===== src/hdl/rsdv_pkg.sv =====
// shared types, constants and helper functions of the rotation sensor decoder
package rsdv_pkg;

   localparam int CHANNELS    = 3;
   localparam int SPEED_SCALE = 1000;
   localparam int TIMEOUT_MS  = 1000;
   localparam int SPEED_MAX   = 1023;

   localparam int CH_IN_W = 2;
   localparam int CH_W    = (CHANNELS > 1) ? $clog2(CHANNELS) : 1;
   localparam int QW      = $clog2(SPEED_SCALE + 1);
   localparam int DT_W    = $clog2(TIMEOUT_MS + 1);
   localparam int CNT_W   = (QW > 1) ? $clog2(QW) : 1;

   localparam int REQ_TDATA_W = 56;
   localparam int RSP_TDATA_W = 32;
   localparam int CSR_ADDR_W  = 3;

   localparam logic REG_CHANNEL_ENABLE = 1'b0;

   localparam logic       FUNC_SAMPLE = 1'b0;
   localparam logic       FUNC_SET    = 1'b1;
   localparam logic [1:0] DIR_NONE    = 2'b00;
   localparam logic [1:0] DIR_FWD     = 2'b01;
   localparam logic [1:0] DIR_REV     = 2'b11;

   typedef enum logic [1:0] {
      ST_IDLE,
      ST_LOAD,
      ST_DIV,
      ST_FIN
   } st_type;

   typedef struct packed {
      logic [1:0]  phase;
      logic [15:0] position;
      logic [10:0] speed;
      logic [1:0]  dir;
      logic [15:0] last_time;
      logic [15:0] next_time;
   } entry_type;

   // {invalid, phase} for the top nibble of a sample
   function automatic logic [2:0] nibble_phase(input logic [3:0] nib);
      logic [2:0] r;
      unique case (nib)
         4'd5, 4'd6, 4'd7:          r = 3'b010;
         4'd8, 4'd9, 4'd10, 4'd11:  r = 3'b011;
         4'd12, 4'd13, 4'd14:       r = 3'b001;
         4'd15:                     r = 3'b000;
         default:                   r = 3'b100;
      endcase
      return r;
   endfunction

   // step as a 2-bit signed value from new and old phase
   function automatic logic [1:0] phase_step(input logic [1:0] np, input logic [1:0] op);
      logic [1:0] d;
      logic [1:0] r;
      d = np - op;
      unique case (d)
         2'd1:    r = DIR_FWD;
         2'd3:    r = DIR_REV;
         default: r = DIR_NONE;
      endcase
      return r;
   endfunction

   // saturated magnitude with sign applied
   function automatic logic [10:0] signed_speed(input logic [QW-1:0] mag, input logic neg);
      logic [9:0] m;
      m = (32'(mag) > SPEED_MAX) ? 10'(SPEED_MAX) : 10'(mag);
      return neg ? (11'd0 - {1'b0, m}) : {1'b0, m};
   endfunction

endpackage


===== src/hdl/rotation_sensor_decoder_velocity.sv =====
// top level: per-channel rotation phase tracking, position count and velocity estimate
// One word is taken at a time. A set word, a word on a disabled or missing channel, and a
// sample that needs no new speed pass from acceptance through the load and finish states;
// a sample that needs a new speed also passes through the 10-step restoring divider that
// forms 1000 / interval. A new word is taken only after the result has been loaded into
// the output register. A stalled result holds the block in its last step. The per-channel
// state sits in a 3-entry memory read at acceptance and written back when the result is
// loaded into the output register; entries never written since reset read as zero. csr
// register 0 at address 0 holds the channel enable mask.
module rotation_sensor_decoder_velocity (
   input  logic                                clock,
   input  logic                                reset,
   input  logic                                req_tvalid,
   output logic                                req_tready,
   // channel[1:0], raw_sample[17:2], now_ms[33:18], set_position[49:34], zero pad
   input  logic [rsdv_pkg::REQ_TDATA_W-1:0]    req_tdata,
   // func
   input  logic                                req_tuser,
   output logic                                rsp_tvalid,
   input  logic                                rsp_tready,
   // out_channel[1:0], position_count[17:2], velocity[28:18], zero pad
   output logic [rsdv_pkg::RSP_TDATA_W-1:0]    rsp_tdata,
   // tracked
   output logic                                rsp_tuser,
   input  logic                                csr_psel,
   input  logic                                csr_penable,
   input  logic                                csr_pwrite,
   input  logic [rsdv_pkg::CSR_ADDR_W-1:0]     csr_paddr,
   input  logic [31:0]                         csr_pwdata,
   output logic [31:0]                         csr_prdata,
   output logic                                csr_pready
);
   import rsdv_pkg::*;

   st_type state_ff, state_in;

   logic [CHANNELS-1:0] mask_ff;
   logic [CHANNELS-1:0] valid_ff;
   entry_type           state_mem [0:CHANNELS-1];
   entry_type           rd_ff;
   logic                rd_valid_ff;

   logic                func_ff;
   logic [CH_IN_W-1:0]  ch_ff;
   logic [3:0]          nib_ff;
   logic [15:0]         now_ff;
   logic [15:0]         setpos_ff;
   logic                exists_ff;
   logic                en_ff;

   entry_type           wk_ff, wk_in;
   logic                div_ff, div_in;
   logic                neg_ff, neg_in;
   logic [DT_W-1:0]     dvs_ff, dvs_in;
   logic [DT_W-1:0]     rem_ff;
   logic [QW-1:0]       quo_ff;
   logic [CNT_W-1:0]    cnt_ff;

   logic                rsp_tvalid_ff;
   logic [RSP_TDATA_W-1:0] rsp_tdata_ff;
   logic                rsp_tuser_ff;

   logic                accept;
   logic                fin_go;
   logic                div_last;
   logic [CH_IN_W-1:0]  req_ch;
   logic                req_exists;
   logic [(1 << CH_IN_W)-1:0] mask_ext;
   logic                csr_wr;

   entry_type           ent;
   logic [2:0]          np_raw;
   logic [1:0]          step;
   logic [15:0]         dt;
   logic [15:0]         late;

   logic [DT_W:0]       trial;
   logic                qbit;
   logic [10:0]         final_speed;

   // config port
   assign csr_pready = 1'b1;
   assign csr_wr     = csr_psel && csr_penable && csr_pwrite && csr_pready;
   always_comb begin
      csr_prdata = '0;
      if (csr_paddr[2] == REG_CHANNEL_ENABLE) begin
         csr_prdata = 32'(mask_ff);
      end
   end

   always_ff @(posedge clock) begin
      if (reset) begin
         mask_ff <= '0;
      end else if (csr_wr && csr_paddr[2] == REG_CHANNEL_ENABLE) begin
         mask_ff <= csr_pwdata[CHANNELS-1:0];
      end
   end

   // input decode
   assign req_ch     = req_tdata[1:0];
   assign req_exists = 32'(req_ch) < CHANNELS;
   assign mask_ext   = (1 << CH_IN_W)'(mask_ff);
   assign accept     = req_tvalid && req_tready;

   // state machine
   always_ff @(posedge clock) begin
      if (reset) begin
         state_ff <= ST_IDLE;
      end else begin
         state_ff <= state_in;
      end
   end

   always_comb begin
      state_in   = state_ff;
      req_tready = 1'b0;
      fin_go     = 1'b0;
      unique case (state_ff)
         ST_IDLE: begin
            req_tready = 1'b1;
            if (req_tvalid) begin
               state_in = ST_LOAD;
            end
         end
         ST_LOAD: begin
            state_in = div_in ? ST_DIV : ST_FIN;
         end
         ST_DIV: begin
            if (div_last) begin
               state_in = ST_FIN;
            end
         end
         ST_FIN: begin
            if (!rsp_tvalid_ff || rsp_tready) begin
               fin_go   = 1'b1;
               state_in = ST_IDLE;
            end
         end
         default: state_in = ST_IDLE;
      endcase
   end

   // capture and memory read
   always_ff @(posedge clock) begin
      if (accept) begin
         func_ff   <= req_tuser;
         ch_ff     <= req_ch;
         nib_ff    <= req_tdata[17:14];
         now_ff    <= req_tdata[33:18];
         setpos_ff <= req_tdata[49:34];
         exists_ff <= req_exists;
         en_ff     <= req_exists && mask_ext[req_ch];
         if (req_exists) begin
            rd_ff       <= state_mem[req_ch[CH_W-1:0]];
            rd_valid_ff <= valid_ff[req_ch[CH_W-1:0]];
         end else begin
            rd_valid_ff <= 1'b0;
         end
      end
   end

   // update of the entry
   always_comb begin
      ent    = rd_valid_ff ? rd_ff : '0;
      np_raw = nibble_phase(nib_ff);
      step   = np_raw[2] ? DIR_NONE : phase_step(np_raw[1:0], ent.phase);
      dt     = now_ff - ent.last_time;
      late   = now_ff - ent.next_time;
      wk_in  = ent;
      div_in = 1'b0;
      neg_in = 1'b0;
      dvs_in = dt[DT_W-1:0];
      if (exists_ff) begin
         if (func_ff == FUNC_SET) begin
            wk_in.phase    = np_raw[2] ? 2'd0 : np_raw[1:0];
            wk_in.position = setpos_ff;
         end else if (en_ff) begin
            if (step != DIR_NONE) begin
               wk_in.position = ent.position + {{14{step[1]}}, step};
               wk_in.phase    = np_raw[1:0];
               if (step != ent.dir) begin
                  wk_in.dir       = step;
                  wk_in.speed     = '0;
                  wk_in.last_time = now_ff;
                  wk_in.next_time = now_ff + 16'(TIMEOUT_MS);
               end else if (dt == 16'd0) begin
                  wk_in.speed = signed_speed(QW'(SPEED_SCALE), step[1]);
               end else if (32'(dt) > TIMEOUT_MS) begin
                  wk_in.dir   = DIR_NONE;
                  wk_in.speed = '0;
               end else begin
                  div_in          = 1'b1;
                  neg_in          = step[1];
                  wk_in.last_time = now_ff;
                  wk_in.next_time = now_ff + dt + {1'b0, dt[15:1]};
               end
            end else if (ent.dir != DIR_NONE && !late[15]) begin
               if (32'(dt) > TIMEOUT_MS) begin
                  wk_in.dir   = DIR_NONE;
                  wk_in.speed = '0;
               end else if (dt == 16'd0) begin
                  wk_in.speed     = signed_speed(QW'(SPEED_SCALE), ent.dir[1]);
                  wk_in.next_time = now_ff;
               end else begin
                  div_in          = 1'b1;
                  neg_in          = ent.dir[1];
                  wk_in.next_time = now_ff + {1'b0, dt[15:1]};
               end
            end
         end
      end
   end

   // restoring divider of the speed scale by the step interval
   assign trial    = {rem_ff, quo_ff[QW-1]};
   assign qbit     = trial >= {1'b0, dvs_ff};
   assign div_last = cnt_ff == CNT_W'(QW - 1);

   always_ff @(posedge clock) begin
      if (state_ff == ST_LOAD) begin
         wk_ff  <= wk_in;
         div_ff <= div_in;
         neg_ff <= neg_in;
         dvs_ff <= dvs_in;
         rem_ff <= '0;
         quo_ff <= QW'(SPEED_SCALE);
         cnt_ff <= '0;
      end else if (state_ff == ST_DIV) begin
         rem_ff <= qbit ? DT_W'(trial - {1'b0, dvs_ff}) : trial[DT_W-1:0];
         quo_ff <= {quo_ff[QW-2:0], qbit};
         cnt_ff <= cnt_ff + CNT_W'(1);
      end
   end

   assign final_speed = div_ff ? signed_speed(quo_ff, neg_ff) : wk_ff.speed;

   // write back
   always_ff @(posedge clock) begin
      if (fin_go && exists_ff) begin
         state_mem[ch_ff[CH_W-1:0]] <= '{phase:     wk_ff.phase,
                                        position:  wk_ff.position,
                                        speed:     final_speed,
                                        dir:       wk_ff.dir,
                                        last_time: wk_ff.last_time,
                                        next_time: wk_ff.next_time};
      end
   end

   always_ff @(posedge clock) begin
      if (reset) begin
         valid_ff <= '0;
      end else if (fin_go && exists_ff) begin
         valid_ff[ch_ff[CH_W-1:0]] <= 1'b1;
      end
   end

   // output register
   always_ff @(posedge clock) begin
      if (reset) begin
         rsp_tvalid_ff <= 1'b0;
      end else if (fin_go) begin
         rsp_tvalid_ff <= 1'b1;
      end else if (rsp_tready) begin
         rsp_tvalid_ff <= 1'b0;
      end
   end

   always_ff @(posedge clock) begin
      if (fin_go) begin
         rsp_tdata_ff <= exists_ff ? RSP_TDATA_W'({final_speed, wk_ff.position, ch_ff})
                                   : RSP_TDATA_W'(ch_ff);
         rsp_tuser_ff <= en_ff;
      end
   end

   assign rsp_tvalid = rsp_tvalid_ff;
   assign rsp_tdata  = rsp_tdata_ff;
   assign rsp_tuser  = rsp_tuser_ff;

endmodule

===== config.mk =====
export PLATFORM = sky130hd
export DESIGN_NAME = rotation_sensor_decoder_velocity
export DESIGN_NICKNAME = d
export VERILOG_FILES = /design/src/hdl/rsdv_pkg.sv /design/src/hdl/rotation_sensor_decoder_velocity.sv
export SDC_FILE = /design/constraint.sdc
export NUM_CORES = 1
export LEC_CHECK = 0
export BUFFER_PORTS_ARGS = -buffer_cell sky130_fd_sc_hd__buf_4
export CAP_MARGIN = 20
export CORE_ASPECT_RATIO = 1.2
export CORE_MARGIN = 4
export CORE_UTILIZATION = 65
export DETAILED_ROUTE_END_ITERATION = 12
export HOLD_SLACK_MARGIN = 0.03
export PLACE_DENSITY = 0.83
export SLEW_MARGIN = 25
export SYNTH_ARGS = -nofsm -noshare
export SYNTH_HDL_FRONTEND = slang
export SYNTH_SLANG_ARGS = --single-unit

===== constraint.sdc =====
create_clock -name clock -period 16.87 [get_ports clock]
set_clock_uncertainty 0.2 [all_clocks]
set_input_delay 1.687 -clock clock [delete_from_list [all_inputs] [get_ports clock]]
set_output_delay 1.687 -clock clock [all_outputs]
set_load 0.01 [all_outputs]

==> impl_metrics.toml <==
[sta]
tns_ps = 0
timing.final.hold_violations = 0
fmaxAchievable_mhz = 163.9
measured_slew_at_the_worst_slew_check_pin_ps = 1043
fin_crit_sh_pct = 36.16
worst_slew_margin_rel_pct = 30.49
rsz_0062_raised_after_global_routing = "false"
slew_violations = 0
layout_setup_ws_ps = 10770
post-route-min-period_ps = 6100
timing.final.setup_violations = 0

[min_path]
min-delay-start = "valid_ff[0]$_SDFFE_PP0P_"
min_delay_worst_endpoint = "valid_ff[0]$_SDFFE_PP0P_"
min_path_cells = 2
hp-class = "reg -> reg"

[critical_path]
r2r_slack_ps = 10770
regToRegStartpoint = "rd_valid_ff$_SDFFCE_PP0P_"
launching_element_of_the_worst_setup_path = "rd_valid_ff$_SDFFCE_PP0P_"
worst-path-max-fanout = 43
worst_ep_required_time_ps = 16950
r2r_cells = 14
worstReg2RegEnd = "wk_ff[31]$_DFFE_PP_"
critPathArrivalTime_ps = 6180
critPathCaptureType = "register"
crit_path_start_kind = "register"
kind_of_critical_path = "reg -> reg"

[cells_and_area]
insertedDiodeCount = 0
stdcell_area_um2 = 24210
multiInputGateArea_um2 = 8329
finalNetCount = 2147
fraction_of_final_layout_cells_with_drive_strength_greater_than_1_pct = 10.81
utilization_pct = 73.03
seqCellArea_um2 = 12700
syn_to_layout_area_delta_pct = 10.87
number_of_standard_cells_in_the_layout_taps_in_and_fillers_out = 2421
fill_cells = 2203

[synthesis]
async_s_r_ff_share_synth_pct = 0
synth_seq_cells = 435
synth_edf_count = 399
syn-mean-instance-area_um2 = 11.73
netlist.top_cell.by_area = "sky130_fd_sc_hd__edfxtp_1"
synth_seq_area_share_pct = 58.16
post-synth-top-area-fraction_pct = 54.86
netlist_top_cells_count = "sky130_fd_sc_hd__edfxtp_1 (399), sky130_fd_sc_hd__nand2_1 (196), sky130_fd_sc_hd__o21ai_0 (147), sky130_fd_sc_hd__inv_1 (116), sky130_fd_sc_hd__nor2_1 (108)"
ys_warn_count = 0
post-synth-top-count-cell = "sky130_fd_sc_hd__edfxtp_1"
syn-instance-count = 1862
netlist_area_um2 = 21840
synth_cell_type_count = 88
ys.flop_type = "sky130_fd_sc_hd__edfxtp_1"
synthTopCellsByArea = "sky130_fd_sc_hd__edfxtp_1 (55%), sky130_fd_sc_hd__ha_1 (5.2%), sky130_fd_sc_hd__mux2i_1 (3.9%)"

[cts]
tritoncts = "yes"
cts_buffer_depth = 3
cts.sinks = 435
cts-buffers-inserted = 42
root_buffer_cell = "sky130_fd_sc_hd__clkbuf_16"
post_cts_hold_buffers = 0
clk_transition_reported_paths_ps = 60
maximum_level_of_the_cts_h_tree = 2
postCtsResizedCells = 0
post-cts-setup-buffers = 0
clk_latency_worst_skew_pair_ps = 560

[global_route]
largest_net_degree_at_the_start_of_global_routing = 76
grt-ovfl-total = 0
grt_first_pass_wirelength_um = 76590
total_grt_usage_pct = 26.31
number_of_antenna_violations_at_the_first_check_in_global_routing = 0
first_global_vias = 14570

[place]
place.port_buffers = 84
dpl.cell_count = 2343
placed_area_um2 = 22810
dpl_worst_slack_ps = 10930
dp_hpwl_um = 32060
placer_congestion = 0.9337

[power]
irDropWorstVdd_uv = 116.9
static_leakage_uw = 0.009296
cellPowerDensity_nw_per_um2 = 194.5

[run]
cap_viol_max_count = 0

[die]
die_height_um = 208.8
dieArea_um2 = 36610
die_w_um = 175.3
row_count = 73
fp.coreArea_um2 = 33160
top_level_ports = 167
initial_utilization_pct = 65.87

[routing]
drcViolationCount = 0
routed_wl_per_cell_um = 20.28
final_antenna_net_count = 0
postRouteWirelength_um = 49100
routed-via-count = 14610
first_pass_iters = 6
viasPerCell = 6.036
initial_drc_count = 1295

[status]
run_status = "finished, final reports clean"
flip-flops by register name (all words and copies together) (netlist names), 2 cells and up:
name,count
state_ff,2
quo_ff,10
mask_ff,3
rem_ff,10
wk_ff,63
setpos_ff,16
dvs_ff,10
state_mem,189
np_raw,3
nib_ff,4
rd_ff,63
ch_ff,2
rsp_tdata,29
now_ff,16
valid_ff,3
cnt_ff,4
routing by layer:
metal	track usage [%]	up-vias	share of wire [%]
met3	3.166	111	5.4
li1	-	6902	-
met1	33.09	7079	40
met2	46.91	521	51
met4	9.837	0	3.4
met5	0	-	0
stage by stage:
| stage | total power (µW) | hold slack [ps] |
|---|---|---|
| floorplan | 3227 | 239.6 |
| global placement | 3673 | 241.4 |
| detailed placement | 3744 | 255.2 |
| global route | 5023 | 283.3 |
| finish | 4711 | 267.9 |
| CTS | 4699 | 266.4 |
worst max path at each step:
stage / end / slack, ps / cells past startpoint
3_5_place_dp: wk_ff[29]$_DFFE_PP_ / 10930 / 14
6_report: wk_ff[31]$_DFFE_PP_ / 10770 / 14
5_1_grt: wk_ff[59]$_DFFE_PP_ / 10250 / 20
3_3_place_gp: wk_ff[59]$_DFFE_PP_ / 10940 / 20
2_1_floorplan: state_mem[2][0]$_DFFE_PP_ / 7970 / 4
4_1_cts: wk_ff[31]$_DFFE_PP_ / 10920 / 14
worst max-delay path: stages (launching register included):
cell and delay [ps]:
sky130_fd_sc_hd__edfxtp_1 330, sky130_fd_sc_hd__buf_4 340, sky130_fd_sc_hd__buf_4 520, sky130_fd_sc_hd__nand2_1 240
sky130_fd_sc_hd__ha_1 430, sky130_fd_sc_hd__and2_1 260, sky130_fd_sc_hd__a22o_1 270, sky130_fd_sc_hd__a211o_1 300
sky130_fd_sc_hd__a311oi_2 430, sky130_fd_sc_hd__nand3_2 170, sky130_fd_sc_hd__nor3_4 360, sky130_fd_sc_hd__nand2_1 590
sky130_fd_sc_hd__a21oi_2 830, sky130_fd_sc_hd__buf_4 350, sky130_fd_sc_hd__o21ai_0 150
cell type report:
| cell class | count | area share, % |
|---|---|---|
| inverter | 117 | 1.819 |
| multi-input combinational | 1238 | 34.40 |
| clock buffer | 55 | 4.749 |
| clock inverter | 22 | 0.9611 |
| sequential | 435 | 52.46 |
| timing repair buffer | 104 | 3.291 |
| tap | 450 | 2.325 |
cells by family (layout without fill, tap and decap cells):
family,Yosys count,in the layout,synth area share (%)
AO/OA/AOI/OAI,415,415,12.17
XOR/XNOR,69,69,2.802
buffers and inverters,220,298,4.446
other,2,33,0.03439
flip-flops,435,435,58.16
AND/OR/NAND/NOR,519,519,11.18
multiplexers,92,92,4.251
adder cells (fa/ha/maj),110,110,6.955
cells in the final DEF, fill, tap and decap left out, drive strengths merged, types with 6 or more instances in the layout:
| cell type | netlist | final |
|---|---|---|
| and2 | 38 | 38 |
| a21o | 16 | 16 |
| mux2 | 6 | 6 |
| edfxtp | 399 | 399 |
| nor2b | 20 | 20 |
| o21a | 12 | 12 |
| conb | 2 | 33 |
| fa | 19 | 19 |
| clkbuf | 45 | 55 |
| a21oi | 83 | 83 |
| o31a | 7 | 7 |
| a211oi | 18 | 18 |
| a22oi | 13 | 13 |
| mux2i | 86 | 86 |
| a31oi | 7 | 7 |
| o22ai | 16 | 16 |
| nand2b | 12 | 12 |
| a31o | 6 | 6 |
| nor2 | 108 | 108 |
| or3 | 13 | 13 |
| o211ai | 10 | 10 |
| nand4 | 14 | 14 |
| nand2 | 196 | 196 |
| o31ai | 6 | 6 |
| xor2 | 25 | 25 |
| a211o | 10 | 10 |
| xnor2 | 44 | 44 |
| ha | 91 | 91 |
| and3 | 10 | 10 |
| nor3 | 43 | 43 |
| clkinv | 1 | 15 |
| o21ai | 157 | 157 |
| dfxtp | 36 | 36 |
| inv | 116 | 118 |
| buf | 58 | 104 |
| nand3 | 43 | 43 |
power breakdown:
part / internal, µW / total, µW / leakage, µW / switching (µW)
combinational: 876 / 2160 / 0.00464 / 1290
clock: 545 / 946 / 0.000678 / 402
sequential: 1460 / 1600 / 0.00398 / 140
total: 2880 / 4710 / 0.00930 / 1830
Note: power is estimated with default switching activity, not from simulation.
